$ cat src/pte_pkg.sv
// palette table engine package: field widths, operation codes, controller types
// and the word packing helper; no dependencies
package pte_pkg;

    localparam int TABLE_DEPTH_DEF = 256;

    localparam int OP_W      = 3;
    localparam int RGB_W     = 24;
    localparam int WORD_W    = 32;
    localparam int ENT_W     = 8;
    localparam int DIVD_W    = 31;
    localparam int IDX_OUT_W = 8;

    localparam logic [OP_W-1:0] OP_CLEAR   = 3'd0;
    localparam logic [OP_W-1:0] OP_ADD     = 3'd1;
    localparam logic [OP_W-1:0] OP_LOOKUP  = 3'd2;
    localparam logic [OP_W-1:0] OP_SET_RAW = 3'd3;
    localparam logic [OP_W-1:0] OP_ASSIGN  = 3'd4;

    localparam logic [7:0] ALPHA_OPAQUE = 8'hff;

    // commands from the controller to the datapath
    typedef struct packed {
        logic load;
        logic clear_ptrs;
        logic res_init;
        logic res_err;
        logic div_start;
        logic div_by_depth;
        logic div_step;
        logic search_start;
        logic search_step;
        logic res_hit;
        logic add_write;
        logic lk_read;
        logic lk_take;
        logic wr_entry;
        logic wr_raw;
        logic set_ptrs;
        logic publish;
    } pte_cmd_t;

    // status from the datapath to the controller
    typedef struct packed {
        logic [OP_W-1:0] op;
        logic            size_zero;
        logic            div_last;
        logic            hit;
        logic            search_done;
        logic            out_free;
    } pte_status_t;

    // rgb scaled by 0x100 with opaque alpha in the low byte
    function automatic logic [WORD_W-1:0] make_word(input logic [RGB_W-1:0] rgb);
        make_word = {rgb, ALPHA_OPAQUE};
    endfunction

endpackage

$ cat src/pte_ctrl.sv
// palette table engine controller: one-hot sequencer; each operation passes decode,
// the remainder, search or memory steps it needs, and result hand-off; uses pte_pkg
module pte_ctrl (
    input  logic                clk,
    input  logic                rst_n,
    input  logic                in_valid,
    output logic                in_ready,
    input  pte_pkg::pte_status_t status,
    output pte_pkg::pte_cmd_t    cmd
);
    import pte_pkg::*;

    typedef enum logic [8:0] {
        S_IDLE   = 9'b000000001,
        S_DECODE = 9'b000000010,
        S_DIV    = 9'b000000100,
        S_SEARCH = 9'b000001000,
        S_ADDWR  = 9'b000010000,
        S_LKRD   = 9'b000100000,
        S_LKDATA = 9'b001000000,
        S_WRITE  = 9'b010000000,
        S_FINISH = 9'b100000000
    } state_t;

    state_t state_reg;
    state_t state_next;

    assign in_ready = (state_reg == S_IDLE);

    always_comb
    begin
        state_next = state_reg;
        cmd        = '0;
        case (state_reg)
            S_IDLE:
            begin
                if (in_valid)
                begin
                    cmd.load   = 1'b1;
                    state_next = S_DECODE;
                end
            end
            S_DECODE:
            begin
                cmd.res_init = 1'b1;
                case (status.op)
                    OP_CLEAR:
                    begin
                        cmd.clear_ptrs = 1'b1;
                        state_next     = S_FINISH;
                    end
                    OP_ADD:
                    begin
                        cmd.search_start = 1'b1;
                        state_next       = S_SEARCH;
                    end
                    OP_LOOKUP:
                    begin
                        if (status.size_zero)
                        begin
                            cmd.res_err = 1'b1;
                            state_next  = S_FINISH;
                        end
                        else
                        begin
                            cmd.div_start = 1'b1;
                            state_next    = S_DIV;
                        end
                    end
                    OP_SET_RAW, OP_ASSIGN:
                    begin
                        // entry index reduced modulo the table depth in one step
                        cmd.div_start    = 1'b1;
                        cmd.div_by_depth = 1'b1;
                        state_next       = S_WRITE;
                    end
                    default:
                    begin
                        state_next = S_FINISH;
                    end
                endcase
            end
            S_DIV:
            begin
                cmd.div_step = 1'b1;
                if (status.div_last)
                begin
                    state_next = S_LKRD;
                end
            end
            S_SEARCH:
            begin
                if (status.hit)
                begin
                    cmd.res_hit = 1'b1;
                    state_next  = S_FINISH;
                end
                else if (status.search_done)
                begin
                    state_next = S_ADDWR;
                end
                else
                begin
                    cmd.search_step = 1'b1;
                end
            end
            S_ADDWR:
            begin
                cmd.add_write = 1'b1;
                state_next    = S_FINISH;
            end
            S_LKRD:
            begin
                cmd.lk_read = 1'b1;
                state_next  = S_LKDATA;
            end
            S_LKDATA:
            begin
                cmd.lk_take = 1'b1;
                state_next  = S_FINISH;
            end
            S_WRITE:
            begin
                cmd.wr_entry = 1'b1;
                cmd.wr_raw   = (status.op == OP_SET_RAW);
                cmd.set_ptrs = (status.op == OP_ASSIGN);
                state_next   = S_FINISH;
            end
            S_FINISH:
            begin
                if (status.out_free)
                begin
                    cmd.publish = 1'b1;
                    state_next  = S_IDLE;
                end
            end
            default:
            begin
                state_next = S_IDLE;
            end
        endcase
    end

    always_ff @(posedge clk or negedge rst_n)
    begin
        if (!rst_n)
        begin
            state_reg <= S_IDLE;
        end
        else
        begin
            state_reg <= state_next;
        end
    end

endmodule

$ cat config.mk
export PLATFORM = sky130hd
export DESIGN_NAME = pte_ctrl
export DESIGN_NICKNAME = d
export VERILOG_FILES = /design/src/pte_pkg.sv /design/src/pte_ctrl.sv
export SDC_FILE = /design/constraint.sdc
export NUM_CORES = 1
export LEC_CHECK = 0
export CAP_MARGIN = 20
export CORE_MARGIN = 4
export CORE_UTILIZATION = 50
export DETAILED_ROUTE_END_ITERATION = 8
export DONT_BUFFER_PORTS = 1
export HOLD_SLACK_MARGIN = 0.06
export MAX_ROUTING_LAYER = met4
export PLACE_DENSITY = 0.71
export SLEW_MARGIN = 20
export SYNTH_ARGS = -nofsm -noshare
export SYNTH_HDL_FRONTEND = slang
export SYNTH_SLANG_ARGS = --single-unit
$ cat constraint.sdc
create_clock -name clk -period 2.35 [get_ports clk]
set_clock_uncertainty 0.15 [all_clocks]
set_input_delay 0 -clock clk [delete_from_list [all_inputs] [get_ports clk]]
set_output_delay 0 -clock clk [all_outputs]
set_load 0.1 [all_outputs]
* Yosys cells after proc, flatten, opt, wreduce, memory -nomap -nowiden
Cells that the tools add are included.
Storage, ports and cells: register bits after elaboration 9, bits of input ports 11, output and inout bits 18, logic and storage cells 52
Cells by class: equal/unequal tests 17, mux-type cells 30, reduce and logical (&&, ||, !) cells 4
Operators with widths (count):
- 9-bit one-hot mux with 7 select lines | 1
- 9-bit 2-to-1 mux | 6
- 9-bit one-hot mux with 3 select lines | 1
- 1-bit 2-to-1 mux | 18
- 9-bit by 1-bit equality test with 1-bit output, second input constant | 1
- 9-bit by 2-bit equality test with 1-bit output, second input constant | 1
- 9-bit by 3-bit equality test with 1-bit output, second input constant | 1
- 9-bit by 4-bit equality test with 1-bit output, second input constant | 1
- 9-bit by 5-bit equality test with 1-bit output, second input constant | 1
- 9-bit by 6-bit equality test with 1-bit output, second input constant | 1
- 9-bit by 7-bit equality test with 1-bit output, second input constant | 1
- 9-bit by 8-bit equality test with 1-bit output, second input constant | 1
- 9-bit equality test, second input constant | 1
- 3-bit by 2-bit equality test with 1-bit output, second input constant | 2
- 2-bit != test, second input constant | 3
- 5-bit 2-to-1 mux | 1
- 4-bit AND reduction | 1
- 3-bit by 1-bit equality test with 1-bit output, second input constant | 1
- 3-bit equality test, second input constant | 1
- 3-bit logical NOT | 1
- 3-bit 2-to-1 mux | 1
- 3-bit != test, second input constant | 1
- 3-bit OR reduction | 1
- 2-bit 2-to-1 mux | 1
- 2 further kinds | 2

* Logic depth before layout (Yosys ltp)
depth after elaboration 4, depth in mapped cells 5, mapped depth without buffers 4

* Worst setup path before layout
No wires, ideal clock.
path type reg-to-output, start point reg state_reg[5], end point out cmd[13] (netlist bit), data arrival time 4204 ps, setup slack -2004 ps, cell stages (with the launch flop) 4, buffers on the path 0, path through dfrtp_1 nor4_4 nand4b_4 nor4b_1
RTL lines:
- start, declared | line pte_ctrl.sv:25 | state_t state_reg;
- start signal, assigned | line pte_ctrl.sv:152 | state_reg <= state_next;
- end, declared | line pte_ctrl.sv:9 | output pte_pkg::pte_cmd_t cmd

* Worst setup path after layout
start point reg state_reg[5], end point reg state_reg[3]
On the way: cells in the longest elaborated chain, start to end 3, elaborated cells between the ends (all ways) 16, those cells by class 13 x eq/ne; 1 x mux; 2 x reduce/logical
RTL lines:
- 9-bit by 8-bit equality test with 1-bit output (tied with other cells) | line pte_ctrl.sv:34 | case (state_reg)
- 3-bit OR reduction (no source line) (tied with other cells)
- 9-bit one-hot mux with 7 select lines or 4-bit AND reduction (tied branches)
Parallel ways exist; a longest one is shown, timed or not. A chain may end at the register's enable or synchronous reset.

==> results.md <==
* Via/cell ratio at a little over 6
* #FFs+latches synth at 9
* Iteration-0 DRC count of the detailed router at 23
* Vias at about 900
* Syn Area/Cell at 7.82 sq um
* ANT cells at 0
* Ports at 29
* Slowest stage delay, CP at approximately 0.56 ns
* Slew @ Worst Pin at around 0.53 ns
* Initial antenna violation count at 0
* Final setup margin at roughly 0.077 ns
* Grt met1 use at 32.5%
* Minimum clock period at ~2.3 ns
* Clk sinks at 9
* P&R area growth vs syn at 61.1%
* Crit path launch type: register
* First-pass GRT wire length at between 3 and 4 mm
* Total Routing Usage GR at a little over a quarter
* Worst hold path class: primary input to register
* Critical Path RT at roughly 2.4 ns
* CTS H-tree lvls at 1
* Leakage at between 0.5 and 0.6 nW
* Post-layout net count at 145
* Cell Area, Synth at roughly 760 sq um
* I/O Buffers at 0
* Row cnt at 13
* Number of synthesis warnings at 0
* Setup crit end kind: register
* Die ar. at about 0.0022 sq mm
* Busiest metal layer after global routing: met2
* Bufs on Longest Clock Path at 2
* Max FO, Critical Path at 6
* Period utilisation layout at slightly below 100%
* Syn Nets at between 100 and 150
* DIE HEIGHT at ~47 um
* Root buffer cell: clkbuf_4
* TritonCTS clock tree: done
* Core area at ~0.0014 sq mm
* Post-synth top flop: dfrtp_1
* Status: complete, no violations
* Final setup fails at 0
* Antenna Nets Post-Route at 0
* Die X at 46.9 um
* Total CTS buffers at 3
* VDD IR max at between 0.8 and 0.9 mV
* Asr flop ratio synth at 100%
* Hpwl dp at 1.59 mm
* Max FFs per register at 9
* Place WS at roughly 0.31 ns
* WL per Instance at roughly 16 um
* Share of layout cells above drive strength 1 at roughly 35%
* Final Util at between 80% and 90%
* Drc violations at 0
* WP data arrival at around 2.3 ns
* Largest net degree at the start of global routing at 12
* Total Routed Length at roughly 2.4 mm
* Critical path cell sequence: nor4_4 > nand4_1 > nor3_4 > o21bai_1 > dlygate4sd3_1
* Final Cell Area at between 0.001 and 0.0015 sq mm
* MaxCap Viol Count at 0
* CTS clock-pin slew for the worst setup and hold paths at 0.07 ns
* Global routing usage on met3 at 5.75%
* Total congestion overflow at 0
* Starting Density at a little under three fifths
* Setup TNS at 0 ns
* Fmax at 440 MHz
* CP bufs+invs at 1
* Worst Setup Path Type: register to register
* Rel. slew slack at a little under two thirds
* Sequential share of the synthesized area at between 20% and 30%
* Met2 global-route usage at between 40 and 50%
* Post-synthesis cell count at 97
* Fillers at 70
* Count of different cell masters after synthesis at 33
* Top delay family on crit path: simple AND/OR/NAND/NOR gates
* Area post-placement at approximately 0.001 sq mm
* RSZ-0062 raised after global routing: yes
* Clock Latency Late Sink at roughly 0.28 ns
* Number of synthesized flops with an enable pin at 0
* Final slew viol count at 0
* Final Hold Fails at 0
* Drt pass-1 iters at 4
* Slowest stage cell, crit path: dlygate4sd3_1
* Routability cong. at approximately 0.86
* Final Hold Slack at around 0.076 ns
* Number of global-route vias before repair at roughly 860
* P per Cell Area at 805 mW/mm^2
-- final cells by class --
class / instances / area (sq um) / share of cell area (%)
timing repair buffer: 37 / 340 / 27.9
multi-input combinational: 75 / 577 / 47.2
tap: 15 / 18.8 / 1.54
inverter: 8 / 30.0 / 2.46
clock inverter: 1 / 5.00 / 0.410
sequential: 9 / 228 / 18.6
clock buffer: 3 / 22.5 / 1.84
-- repair_timing --
| item | 4_1_cts | 5_1_grt |
|---|---|---|
| buffers inserted | 1 | 2 |
| resized for setup | 0 | 2 |
| endpoints found under the hold margin | 18 | 0 |
| setup endpoints to repair | 2 | 4 |
| hold buffers | 15 | 0 |
| pin swaps | 1 | 3 |
-- Yosys cell counts (3+ instances only) --
| library cell | number | share of area (%) |
|---|---|---|
| nand2b_1 | 3 | 2.5 |
| nor4b_1 | 6 | 6.9 |
| nor2b_1 | 3 | 2.5 |
| dfrtp_1 | 8 | 26 |
| clkbuf_1 | 4 | 2.0 |
| nor2_1 | 15 | 7.4 |
| a21oi_1 | 5 | 3.3 |
| nor3b_1 | 3 | 3.0 |
| nor3_1 | 6 | 4.0 |
| nand2_1 | 5 | 2.5 |
| nand4_1 | 4 | 3.3 |
| o21ai_0 | 3 | 2.0 |
| inv_1 | 8 | 4.0 |
-- worst paths after layout --
path | from | to | slack [ns] | depth (start not counted)
min in group asynchronous | rst_n | state_reg[4] | 0.50 | 2
setup / recovery | state_reg[5] | state_reg[3] | 0.08 | 5
hold / removal | status[1] | state_reg[5] | 0.08 | 4
hold reg to reg | state_reg[0] | state_reg[5] | 0.57 | 2
setup reg to reg | state_reg[5] | state_reg[3] | 0.08 | 5
max in group asynchronous | rst_n | state_reg[0] | 1.22 | 2
-- cell families after synthesis --
| logic type | share of synthesized area (%) |
|---|---|
| AND/OR/NAND/NOR | 44.9 |
| AO/OA/AOI/OAI | 16.3 |
| XOR/XNOR | 2.31 |
| flip-flops | 29.9 |
| buffers and inverters | 6.60 |
-- layout by cell type, fill, tap and decap left out, types with 2 or more instances in the layout --
cell type       n
a211oi_1        2
nor2_2          5
nor3_4          4
clkbuf_4        3
nand4_1         4
nand3_1         2
buf_12          2
a21oi_1         2
nor3b_1         2
nand2_1         5
dlygate4sd3_1  15
and3_1          2
nand2b_1        3
inv_1           8
nor3_1          2
nor4b_1         5
a21oi_2         3
xor2_1          2
nor2_1         10
dfrtp_1         7
o21ai_0         3
nor2b_1         3
buf_4          20
-- worst register-to-register path, cell delays in order (launching register included) --
cell and delay [ns]:
dfrtp_2 0.47, nor4_4 0.40, nand4_1 0.28, nor3_4 0.21, o21bai_1 0.14, dlygate4sd3_1 0.57
-- per-stage QoR --
| step | power [mW] | cells |
|---|---|---|
| CTS | 0.961 | 146 |
| floorplan | 0.674 | 97 |
| global placement | 0.786 | 126 |
| detailed placement | 0.804 | 126 |
| finish | 0.983 | 148 |
| global route | 1.04 | 148 |
-- metal layers --
layer  wire, um  up-vias
met2       1280       39
met3        163        3
met1        976      427
met4         22        0
li1           -      426
met5          0        -
-- power breakdown --
part           switching [mW]  total, mW  internal (mW)
Sequential             0.0544      0.239          0.185
Combinational           0.436      0.618          0.182
Clock                  0.0622      0.125         0.0630
Power figures use the tool's default switching activity.
